<file path="src/wsdf_pkg.sv">
// ============================================================================
// wsdf_pkg
// Types and constants shared by the WebSocket frame deframer modules.
// ============================================================================
package wsdf_pkg;

    localparam int BYTE_W   = 8;
    localparam int LEN_W    = 64;
    localparam int REM_W    = 63;
    localparam int KEY_W    = 32;
    localparam int OPCODE_W = 4;
    localparam int STATUS_W = 2;
    localparam int PHASE_W  = 3;
    localparam int LEFT_W   = 4;
    localparam int IDX_W    = 2;
    localparam int ODATA_W  = 16;

    // Parse phases
    localparam logic [PHASE_W-1:0] PH_HDR1   = 3'd0;
    localparam logic [PHASE_W-1:0] PH_HDR2   = 3'd1;
    localparam logic [PHASE_W-1:0] PH_EXTLEN = 3'd2;
    localparam logic [PHASE_W-1:0] PH_KEY    = 3'd3;
    localparam logic [PHASE_W-1:0] PH_DATA   = 3'd4;

    // Result status codes
    localparam logic [STATUS_W-1:0] ST_PAYLOAD  = 2'd0;
    localparam logic [STATUS_W-1:0] ST_EMPTY    = 2'd1;
    localparam logic [STATUS_W-1:0] ST_TOPBIT   = 2'd2;
    localparam logic [STATUS_W-1:0] ST_OVERSIZE = 2'd3;

    // 7-bit length codes that select an extended length
    localparam logic [6:0] LEN16_CODE = 7'd126;
    localparam logic [6:0] LEN64_CODE = 7'd127;

    localparam logic [LEFT_W-1:0] LEN16_BYTES = 4'd2;
    localparam logic [LEFT_W-1:0] LEN64_BYTES = 4'd8;

    // Limit register reset: 1 GiB
    localparam logic [REM_W-1:0] MAX_LEN_RESET = 63'd1073741824;

    typedef struct packed {
        logic [STATUS_W-1:0] status;
        logic [BYTE_W-1:0]   data;
        logic                fin;
        logic [OPCODE_W-1:0] opcode;
        logic                masked;
        logic                last;
    } wsdf_res_t;

endpackage

</file>
<file path="src/websocket_frame_deframer.sv">
// ============================================================================
// websocket_frame_deframer
// WebSocket frame parser: header, extended length, mask key, unmasked payload.
// ============================================================================
//
//  channel   dir  handshake                      content
//  s_axis    in   tvalid/tready                  tdata[7:0] raw stream byte
//  m_axis    out  tvalid/tready                  tdata payload + header fields,
//                                                tuser status, tlast end of frame
//  cfg       in   cfg_wr_en                      cfg_wr_data max payload length
//
//  One item per cycle sustained while m_axis is not stalled; each byte is
//  registered, parsed, and its result (if any) registered for m_axis.
//  Header, length and key bytes give no result item, except the byte that
//  completes the length or the key: it may carry a length error or an
//  empty-frame marker.
//  rst_n is asynchronous: parser returns to first header byte, limit to 1 GiB.
//  A stalled m_axis holds the result register; the input register then fills
//  and s_axis_tready drops until the result is taken.
// ============================================================================
module websocket_frame_deframer (
    input  logic        clk,
    input  logic        rst_n,
    // tdata: data_byte[7:0]
    input  logic        s_axis_tvalid,
    output logic        s_axis_tready,
    input  logic [7:0]  s_axis_tdata,
    output logic        m_axis_tvalid,
    input  logic        m_axis_tready,
    // tdata: data_out[7:0], fin_flag[8], opcode[12:9], masked_flag[13], zero[15:14]
    output logic [15:0] m_axis_tdata,
    // tuser: status[1:0]
    output logic [1:0]  m_axis_tuser,
    output logic        m_axis_tlast,
    input  logic        cfg_wr_en,
    input  logic [62:0] cfg_wr_data
);
    import wsdf_pkg::*;

    logic              in_valid_reg;
    logic [BYTE_W-1:0] in_byte_reg;
    logic              can_take;
    logic              step;
    logic              res_valid;
    wsdf_res_t         res;

    // input byte moves into the parser when the result register has room
    assign step          = in_valid_reg && can_take;
    assign s_axis_tready = !in_valid_reg || can_take;

    always_ff @(posedge clk or negedge rst_n)
    begin
        if (!rst_n)
            in_valid_reg <= 1'b0;
        else if (s_axis_tready)
            in_valid_reg <= s_axis_tvalid;
    end

    always_ff @(posedge clk)
    begin
        if (s_axis_tready && s_axis_tvalid)
            in_byte_reg <= s_axis_tdata;
    end

    wsdf_parser u_parser (
        .clk         (clk),
        .rst_n       (rst_n),
        .cfg_wr_en   (cfg_wr_en),
        .cfg_wr_data (cfg_wr_data),
        .step        (step),
        .byte_in     (in_byte_reg),
        .res_valid   (res_valid),
        .res         (res)
    );

    wsdf_out_reg u_out (
        .clk           (clk),
        .rst_n         (rst_n),
        .load          (step && res_valid),
        .res_in        (res),
        .m_axis_tready (m_axis_tready),
        .m_axis_tvalid (m_axis_tvalid),
        .m_axis_tdata  (m_axis_tdata),
        .m_axis_tuser  (m_axis_tuser),
        .m_axis_tlast  (m_axis_tlast),
        .can_take      (can_take)
    );

    a_stall_cause: assert property (@(posedge clk) disable iff (!rst_n)
        !s_axis_tready |-> (in_valid_reg && m_axis_tvalid && !m_axis_tready))
        else $error("input stalled without a blocked result");

    a_result_lands: assert property (@(posedge clk) disable iff (!rst_n)
        (step && res_valid) |=> m_axis_tvalid)
        else $error("parsed result not presented");

    a_no_step_when_full: assert property (@(posedge clk) disable iff (!rst_n)
        (m_axis_tvalid && !m_axis_tready) |-> !step)
        else $error("parser advanced into a held result");

endmodule

</file>
<file path="src/wsdf_parser.sv">
// ============================================================================
// wsdf_parser
// Frame state and per-byte parse logic; one byte per step.
// ============================================================================
module wsdf_parser (
    input  logic                        clk,
    input  logic                        rst_n,
    input  logic                        cfg_wr_en,
    input  logic [wsdf_pkg::REM_W-1:0]  cfg_wr_data,
    input  logic                        step,
    input  logic [wsdf_pkg::BYTE_W-1:0] byte_in,
    output logic                        res_valid,
    output wsdf_pkg::wsdf_res_t         res
);
    import wsdf_pkg::*;

    logic [REM_W-1:0]    max_len_reg;
    logic [PHASE_W-1:0]  phase_reg, phase_next;
    logic                fin_reg, fin_next;
    logic [OPCODE_W-1:0] opcode_reg, opcode_next;
    logic                masked_reg, masked_next;
    logic [LEN_W-1:0]    accum_reg, accum_next;
    logic [LEFT_W-1:0]   left_reg, left_next;
    logic [KEY_W-1:0]    key_reg, key_next;
    logic [REM_W-1:0]    rem_reg, rem_next;
    logic [IDX_W-1:0]    idx_reg, idx_next;

    logic [LEN_W-1:0]    len_v;
    logic                len_top;
    logic                len_over;
    logic [BYTE_W-1:0]   key_byte;
    logic [REM_W-1:0]    rem_dec;

    // length candidate and its checks
    assign len_v    = (phase_reg == PH_HDR2) ? {57'd0, byte_in[6:0]}
                                             : {accum_reg[LEN_W-BYTE_W-1:0], byte_in};
    assign len_top  = len_v[LEN_W-1];
    assign len_over = (len_v[REM_W-1:0] > max_len_reg);
    assign rem_dec  = (rem_reg != '0) ? (rem_reg - 63'd1) : rem_reg;

    always_comb
    begin
        unique case (idx_reg)
            2'd0:    key_byte = key_reg[31:24];
            2'd1:    key_byte = key_reg[23:16];
            2'd2:    key_byte = key_reg[15:8];
            default: key_byte = key_reg[7:0];
        endcase
    end

    always_comb
    begin
        logic len_ready;
        len_ready   = 1'b0;
        phase_next  = phase_reg;
        fin_next    = fin_reg;
        opcode_next = opcode_reg;
        masked_next = masked_reg;
        accum_next  = accum_reg;
        left_next   = left_reg;
        key_next    = key_reg;
        rem_next    = rem_reg;
        idx_next    = idx_reg;
        res_valid   = 1'b0;
        res.status  = ST_PAYLOAD;
        res.data    = '0;
        res.last    = 1'b0;

        unique case (phase_reg)
            PH_HDR2:
            begin
                masked_next = byte_in[7];
                accum_next  = '0;
                if (byte_in[6:0] == LEN16_CODE)
                begin
                    left_next  = LEN16_BYTES;
                    phase_next = PH_EXTLEN;
                end
                else if (byte_in[6:0] == LEN64_CODE)
                begin
                    left_next  = LEN64_BYTES;
                    phase_next = PH_EXTLEN;
                end
                else
                begin
                    left_next = '0;
                    len_ready = 1'b1;
                end
            end
            PH_EXTLEN:
            begin
                accum_next = len_v;
                if (left_reg != '0)
                    left_next = left_reg - 4'd1;
                len_ready = (left_next == '0);
            end
            PH_KEY:
            begin
                key_next = {key_reg[KEY_W-BYTE_W-1:0], byte_in};
                idx_next = idx_reg + 2'd1;
                if (idx_next == '0)
                begin
                    if (rem_reg == '0)
                    begin
                        phase_next = PH_HDR1;
                        res_valid  = 1'b1;
                        res.status = ST_EMPTY;
                        res.last   = 1'b1;
                    end
                    else
                        phase_next = PH_DATA;
                end
            end
            PH_DATA:
            begin
                res_valid = 1'b1;
                res.data  = masked_reg ? (byte_in ^ key_byte) : byte_in;
                idx_next  = idx_reg + 2'd1;
                rem_next  = rem_dec;
                res.last  = (rem_dec == '0);
                if (rem_dec == '0)
                    phase_next = PH_HDR1;
            end
            default:
            begin
                // first header byte; spare phase codes land here too
                fin_next    = byte_in[7];
                opcode_next = byte_in[3:0];
                phase_next  = PH_HDR2;
            end
        endcase

        if (len_ready)
        begin
            priority if (len_top)
            begin
                phase_next = PH_HDR1;
                res_valid  = 1'b1;
                res.status = ST_TOPBIT;
                res.last   = 1'b1;
            end
            else if (len_over)
            begin
                phase_next = PH_HDR1;
                res_valid  = 1'b1;
                res.status = ST_OVERSIZE;
                res.last   = 1'b1;
            end
            else
            begin
                rem_next = len_v[REM_W-1:0];
                idx_next = '0;
                if (masked_next)
                begin
                    phase_next = PH_KEY;
                    key_next   = '0;
                end
                else if (len_v[REM_W-1:0] == '0)
                begin
                    phase_next = PH_HDR1;
                    res_valid  = 1'b1;
                    res.status = ST_EMPTY;
                    res.last   = 1'b1;
                end
                else
                    phase_next = PH_DATA;
            end
        end

        res.fin    = fin_next;
        res.opcode = opcode_next;
        res.masked = masked_next;
    end

    always_ff @(posedge clk or negedge rst_n)
    begin
        if (!rst_n)
            max_len_reg <= MAX_LEN_RESET;
        else if (cfg_wr_en)
            max_len_reg <= cfg_wr_data;
    end

    always_ff @(posedge clk or negedge rst_n)
    begin
        if (!rst_n)
        begin
            phase_reg  <= PH_HDR1;
            fin_reg    <= 1'b0;
            opcode_reg <= '0;
            masked_reg <= 1'b0;
            accum_reg  <= '0;
            left_reg   <= '0;
            key_reg    <= '0;
            rem_reg    <= '0;
            idx_reg    <= '0;
        end
        else if (step)
        begin
            phase_reg  <= phase_next;
            fin_reg    <= fin_next;
            opcode_reg <= opcode_next;
            masked_reg <= masked_next;
            accum_reg  <= accum_next;
            left_reg   <= left_next;
            key_reg    <= key_next;
            rem_reg    <= rem_next;
            idx_reg    <= idx_next;
        end
    end

    a_data_has_bytes: assert property (@(posedge clk) disable iff (!rst_n)
        (phase_reg == PH_DATA) |-> (rem_reg != '0))
        else $error("payload phase with no bytes left");

    a_extlen_count: assert property (@(posedge clk) disable iff (!rst_n)
        (phase_reg == PH_EXTLEN) |-> (left_reg != '0))
        else $error("extended length phase with zero count");

    a_marker_form: assert property (@(posedge clk) disable iff (!rst_n)
        (res_valid && res.status != ST_PAYLOAD) |-> (res.last && res.data == '0))
        else $error("marker or error result malformed");

endmodule

</file>
<file path="src/wsdf_out_reg.sv">
// ============================================================================
// wsdf_out_reg
// Result register driving the master-side stream.
// ============================================================================
module wsdf_out_reg (
    input  logic                         clk,
    input  logic                         rst_n,
    input  logic                         load,
    input  wsdf_pkg::wsdf_res_t          res_in,
    input  logic                         m_axis_tready,
    output logic                         m_axis_tvalid,
    output logic [wsdf_pkg::ODATA_W-1:0] m_axis_tdata,
    output logic [wsdf_pkg::STATUS_W-1:0] m_axis_tuser,
    output logic                         m_axis_tlast,
    output logic                         can_take
);
    import wsdf_pkg::*;

    logic      valid_reg;
    wsdf_res_t res_reg;

    assign can_take = !valid_reg || m_axis_tready;

    always_ff @(posedge clk or negedge rst_n)
    begin
        if (!rst_n)
            valid_reg <= 1'b0;
        else if (can_take)
            valid_reg <= load;
    end

    always_ff @(posedge clk)
    begin
        if (can_take && load)
            res_reg <= res_in;
    end

    assign m_axis_tvalid = valid_reg;
    // tdata: data_out[7:0], fin_flag[8], opcode[12:9], masked_flag[13], zero[15:14]
    assign m_axis_tdata  = {2'b00, res_reg.masked, res_reg.opcode, res_reg.fin, res_reg.data};
    assign m_axis_tuser  = res_reg.status;
    assign m_axis_tlast  = res_reg.last;

endmodule

</file>
<file path="config.mk">
export PLATFORM = sky130hd
export DESIGN_NAME = websocket_frame_deframer
export DESIGN_NICKNAME = d
export VERILOG_FILES = /design/src/wsdf_pkg.sv /design/src/websocket_frame_deframer.sv /design/src/wsdf_parser.sv /design/src/wsdf_out_reg.sv
export SDC_FILE = /design/constraint.sdc
export NUM_CORES = 1
export LEC_CHECK = 0
export ABC_AREA = 1
export BUFFER_PORTS_ARGS = -buffer_cell sky130_fd_sc_hd__buf_2
export CAP_MARGIN = 20
export CORE_MARGIN = 2
export CORE_UTILIZATION = 35
export CTS_BUF_LIST = sky130_fd_sc_hd__clkbuf_2 sky130_fd_sc_hd__clkbuf_4 sky130_fd_sc_hd__clkbuf_8
export CTS_CLUSTER_SIZE = 25
export DETAILED_ROUTE_END_ITERATION = 12
export SLEW_MARGIN = 15
export SYNTH_ARGS = -nofsm -noshare
export SYNTH_HDL_FRONTEND = slang
export SYNTH_SLANG_ARGS = --single-unit
export TNS_END_PERCENT = 1
</file>
<file path="constraint.sdc">
create_clock -name clk -period 4.8 [get_ports clk]
set_input_delay 0.24 -clock clk [delete_from_list [all_inputs] [get_ports clk]]
set_output_delay 0.24 -clock clk [all_outputs]
set_load 0.05 [all_outputs]
</file>
Word level (Yosys, flattened, before mapping)
Cells that the tools add are included.

cells by class
  add/subtract/negate cells = 3
  multiply operators = 0
  divide/modulo/power cells = 0
  magnitude comparators = 1
  equal/unequal tests = 12
  shifts and indexed selects = 0
  mux-type cells = 62
  bitwise logic cells = 1
  reductions and logical operators = 21

operator list
  kind                     number
  $mux W63                 5
  $logic_not A63 Y1        3
  $mux W32                 5
  $pmux W56 S2             1
  $mux W64                 1
  $gt A63 B63 Y1           1
  $reduce_bool A63 Y1      1
  $sub A63 B1 Y63 const B  1
  $mux W3                  10
  $pmux W8 S3              1
  $mux W2                  11
  $mux W4                  5
  $mux W1                  17
  $eq A7 B7 Y1 const B     2
  $pmux W3 S4              1
  $mux W8                  1
  $pmux W4 S2              1
  $xor A8 B8 Y8            1
  $eq A3 B2 Y1 const B     2
  $ne A3 B1 Y1 const B     2
  $pmux W1 S2              3
  $reduce_and A5 Y1        1
  $logic_and A1 B1 Y1      4
  $logic_not A2 Y1         2
  16 further kinds         18

word-level totals
  register bits = 256
  latch bits = 0
  RAM bits = 0
  ROM bits = 0
  logic and storage cells = 119
  memories = 0

Depth between registers and ports, before layout
  depth after elaboration = 11
  mapped depth = 25
  gate-level depth less buffers = 21

Hierarchy
Synthesis repeated with hierarchy kept, for this count alone.

second synthesis, totals
  cells, all modules = 2362
  area, all modules = 16437.0 um^2

modules (own cells, without submodules)
  module                    times used  cells each  area an instance (um^2)  seq. area each (um^2)
  wsdf_parser               1           2318        15559.9                  5731.7
  wsdf_out_reg              1           26          574.3                    535.5
  websocket_frame_deframer  1           18          302.8                    265.3

Least setup slack after synthesis
No wires, ideal clock.

  path type = register to register
  start = reg u_parser.phase_reg[1]
  end = reg u_out.res_reg (netlist bit u_out.m_axis_tdata[0]), enable pin
  setup time = 0.369 ns
  arrival = 3.020 ns
  setup slack = 1.411 ns
  stages on the path, launching flop included = 23
  path buffers = 3
  cells stage by stage = dfrtp_1 nor2_1 nand2_1 inv_1 buf_2 buf_2 buf_1 nor2_1 ha_1 nand2_1 nor2_1 nand4_1 nor4_1 nand2_1 nand2_1 nand2_1 nand2_1 nand2_1 nand2_1 nand2_1 nand3_1 nand2_1 inv_1

between the ends
  longest elaborated chain between the ends = 10
  elaborated cells on any way between the ends = 17
  classes of those cells = 1 x order compare; 4 x eq/ne; 9 x mux; 3 x reduce/logical

ends and longest elaborated chain
  item                                                    RTL line                        source
  start, declared                                         wsdf_parser.sv:18               logic [PHASE_W-1:0] phase_reg, phase_next;
  start signal, assigned                                  wsdf_parser.sv:199              phase_reg <= phase_next;
  branches (longest 7 deep; another with $gt A63 B63 Y1)  -
  $mux W1 *                                               wsdf_parser.sv:133              if (len_ready)
  $logic_and A1 B1 Y1 *                                   websocket_frame_deframer.sv:79  .load (step && res_valid),
  $logic_and A1 B1 Y1 *                                   wsdf_out_reg.sv:34              if (can_take && load)
  end signal, assigned                                    wsdf_out_reg.sv:35              res_reg <= res_in;
  end, declared                                           wsdf_out_reg.sv:20              wsdf_res_t res_reg;

Every way passes the cells marked *.
A chain may end at the register's enable or synchronous reset.

Final worst setup path
  start = reg u_parser.phase_reg[1]
  end = reg u_out.res_reg (netlist bit u_out.m_axis_tdata[12]), enable pin

The elaborated chain is that of the path after synthesis.

==> results by group <==
Detailed routing
  – Iter 0 DRT Violations: 1625
  – Via count: 16670
  – Antenna viol nets, final: 0
  – DR vias/cell: 5.323
  – Wirelength, routed: 61930 µm
  – Routed len/inst: 19.78 µm
  – DR pass1 iterations: 10
  – Residual DRC count: 2

Finish
  – Final core occ: 41.64%
  – N_diodes: 0
  – Share of layout cells above drive strength 1: 9.628%
  – Area of the multi-input gates: 8601 µm²
  – Nets: 2637
  – Filler instances: 4890
  – Reg area: 6533 µm²
  – Layout area overhead: 17.29%

Setup path
  – Critical Path RT: 5000 ps
  – Largest delay share family, worst path: simple AND/OR/NAND/NOR gates
  – Max stage delay cell, worst path: inv_1
  – R2R Setup Slk: 330 ps
  – CP arrival: 4670 ps
  – Worst path bufs/invs: 4
  – CP Launch Type: register
  – Peak fanout along the critical path: 29
  – Worst-path cell chain: nor2_1 > nand2_1 > inv_2 > buf_4 > nor2_1 > ha_1 > nand2_1 > nor2_1 > nand2_1 > inv_1 > nand2_1 > o21ai_0 > nand2_1 > nand2_1 > nand2_1 > nand2_1 > nand2_1 > nand2_1 > nand2_1 > nand3_1 > nand2_1 > inv_1
  – Crit path top cell by count: nand2_1
  – Crit Path Class: register to register
  – CP peak stage delay: 520 ps
  – Endpoint class of the critical path: register

Global route
  – Global route overflow: 0
  – Vias in the first global route: 15830
  – Initial antenna violation count: 0
  – First-pass GRT wire length: 94240 µm
  – Total global-route track usage: 24.73%
  – Largest net degree at the start of global routing: 126

Logic synthesis
  – Post-Syn Instances: 2357
  – Distinct cell type count of the synthesized netlist: 41
  – Seq/Total Area, Yosys: 39.45%
  – Top_reg_cell synth: dfrtp_1
  – Post-synth ARST share: 90.23%
  – FF+latch count, synth: 256
  – YS warnings: 0
  – Synthesized area per cell: 7.026 µm²
  – Post-synth EDFFs: 25
  – Syn Std Cell Area: 16560 µm²

CTS
  – CTS tree: yes
  – Skew-Pair Late Insertion Delay: 570 ps
  – CTS Sinks: 256
  – CTS Buf Count: 44
  – Htree depth: 2
  – Clock buffer depth: 3
  – Clk slew on worst S/H paths: 70 ps
  – Root Buffer: clkbuf_8

STA
  – Relative slew slack: 29.98%
  – Post-route clock period utilization: 93.14%
  – Final period demand of the worst path: 4471 ps
  – Hold Fails Final Rpt: 0
  – Final Max Tran Viols: 0
  – Worst Max-Slew Pin Slew: 1049 ps
  – Final setup vio count: 0
  – Setup TNS: 0 ps
  – Clock Skews: 23.85 ps
  – Fmax: 223.7 MHz
  – Worst hold slack: 318.7 ps
  – RSZ-0062 raised after global routing: no

Flow run
  – Max-cap viol count: 0

Worst hold path
  – Worst Hold Class: primary input to async pin

Power
  – LEAKAGE: 0.009228 µW
  – Worst vdd ir: 0.2490 mV
  – PwrDens: 624.2 nW/µm²

Floorplanning
  – Top Ports: 97
  – DIE HEIGHT: 221.5 µm
  – Die Wd: 221.5 µm
  – FP Rows: 79
  – Die area: 49070 µm²
  – Initial Util: 35.50%
  – Core footprint: 46650 µm²

Status
  – Failing checks: design-rule violations
  – Status: finished with violations

Placement
  – Post-DP HPWL: 46710 µm
  – PortBufs: 94
  – GP Congestion: 0.9864
kinds of logic (layout without fill, tap and decap cells):
| logic type | Yosys count | after routing | synth area share, % |
|---|---|---|---|
| fa+ha+maj | 71 | 71 | 5.364 |
| other cells | 1 | 2 | 0.02264 |
| buf+inv | 366 | 532 | 8.832 |
| compound gates | 492 | 492 | 16.82 |
| xor+xnor | 19 | 19 | 1.005 |
| flops | 256 | 256 | 39.45 |
| simple gates | 1151 | 1151 | 28.45 |
| mux | 1 | 1 | 0.06799 |
path summary, 6_finish.rpt:
check	endpoint	depth (start not counted)	start
max in group asynchronous	u_parser.rem_reg[23]	3	rst_n
worst min-delay path	u_out.m_axis_tvalid	2	rst_n
min in group clk	u_parser.max_len_reg[56]	3	cfg_wr_en
worst max-delay path	u_out.m_axis_tdata[12]	22	u_parser.phase_reg[1]
worst min register to register	u_parser.opcode_reg[3]	2	u_parser.opcode_reg[3]
worst max register to register	u_out.m_axis_tdata[12]	22	u_parser.phase_reg[1]
metal layers:
layer / track usage, % / wire length, µm / up-vias
met5: 0 / 0 / -
met4: 7.825 / 1862 / 0
met3: 2.438 / 3119 / 110
met2: 40.39 / 28560 / 549
met1: 34.60 / 28390 / 7980
li1: - / - / 8026
cells in the mapped netlist (2+ instances only):
cell | count | area (µm²)
a221oi_1 | 8 | 70.07
o22ai_1 | 79 | 494.2
o21a_1 | 2 | 15.01
a41oi_1 | 7 | 61.31
xor2_1 | 18 | 157.7
o21ai_1 | 8 | 40.04
nand3b_1 | 26 | 195.2
ha_1 | 71 | 888.4
buf_2 | 17 | 85.08
o21ai_0 | 223 | 1116
edfxtp_1 | 25 | 750.7
a21oi_1 | 93 | 465.5
a31oi_1 | 15 | 93.84
dfrtp_1 | 230 | 5756
o211ai_1 | 55 | 412.9
nor4_1 | 16 | 100.1
buf_6 | 7 | 78.83
nand4_1 | 24 | 150.1
nand2_2 | 6 | 37.54
buf_1 | 15 | 56.30
nand2_1 | 674 | 2530
inv_2 | 7 | 26.28
nor2_1 | 306 | 1149
clkbuf_1 | 67 | 251.5
buf_4 | 4 | 30.03
nor2_2 | 15 | 93.84
nor3_1 | 34 | 170.2
inv_1 | 248 | 930.9
nand3_1 | 45 | 225.2
placed cells by master, fill, tap and decap left out, types with 9 or more instances in the layout:
| cell | n |
|---|---|
| a21oi_1 | 92 |
| a31oi_1 | 15 |
| buf_2 | 92 |
| buf_4 | 24 |
| clkbuf_8 | 57 |
| clkinv_2 | 10 |
| dfrtp_1 | 230 |
| dlygate4sd3_1 | 75 |
| edfxtp_1 | 25 |
| ha_1 | 71 |
| inv_1 | 246 |
| nand2_1 | 670 |
| nand2_2 | 9 |
| nand3_1 | 45 |
| nand3b_1 | 26 |
| nand4_1 | 24 |
| nor2_1 | 306 |
| nor2_2 | 15 |
| nor3_1 | 33 |
| nor4_1 | 16 |
| o211ai_1 | 55 |
| o21ai_0 | 223 |
| o22ai_1 | 79 |
| xor2_1 | 18 |
metrics by stage:
step / cells / instance area, µm² / power (µW) / setup WS (ps)
after floorplan: 2358 / 16560 / 7566 / 1411
after global placement: 2973 / 17530 / 9433 / 398.3
after detailed placement: 2973 / 17530 / 9519 / 313.6
after CTS: 3128 / 19350 / 12000 / 301.9
after global routing: 3131 / 19420 / 13020 / 17.41
final: 3131 / 19420 / 12130 / 329.2
report_power, final:
group | total (µW) | internal, µW | switching (µW)
Combinational | 6170 | 1890 | 4280
Sequential | 3560 | 2880 | 678
Clock | 2390 | 1450 | 947
timing repair:
action | CTS | global route
setup endpoints to repair | 0 | 0
endpoints found under the hold margin | 192 | 0
buffers inserted | 0 | 0
hold buffers | 75 | 0
resized for setup | 0 | 0
area by class of cell:
| type | instances | area share (%) |
|---|---|---|
| Multi-Input combinational cell | 1736 | 44.28 |
| Tap cell | 607 | 3.910 |
| Clock buffer | 64 | 4.309 |
| Clock inverter | 16 | 1.192 |
| Sequential cell | 256 | 33.63 |
| Timing Repair Buffer | 196 | 7.729 |
| Inverter | 256 | 4.953 |
No activity file was read; power rests on OpenSTA's default activity.
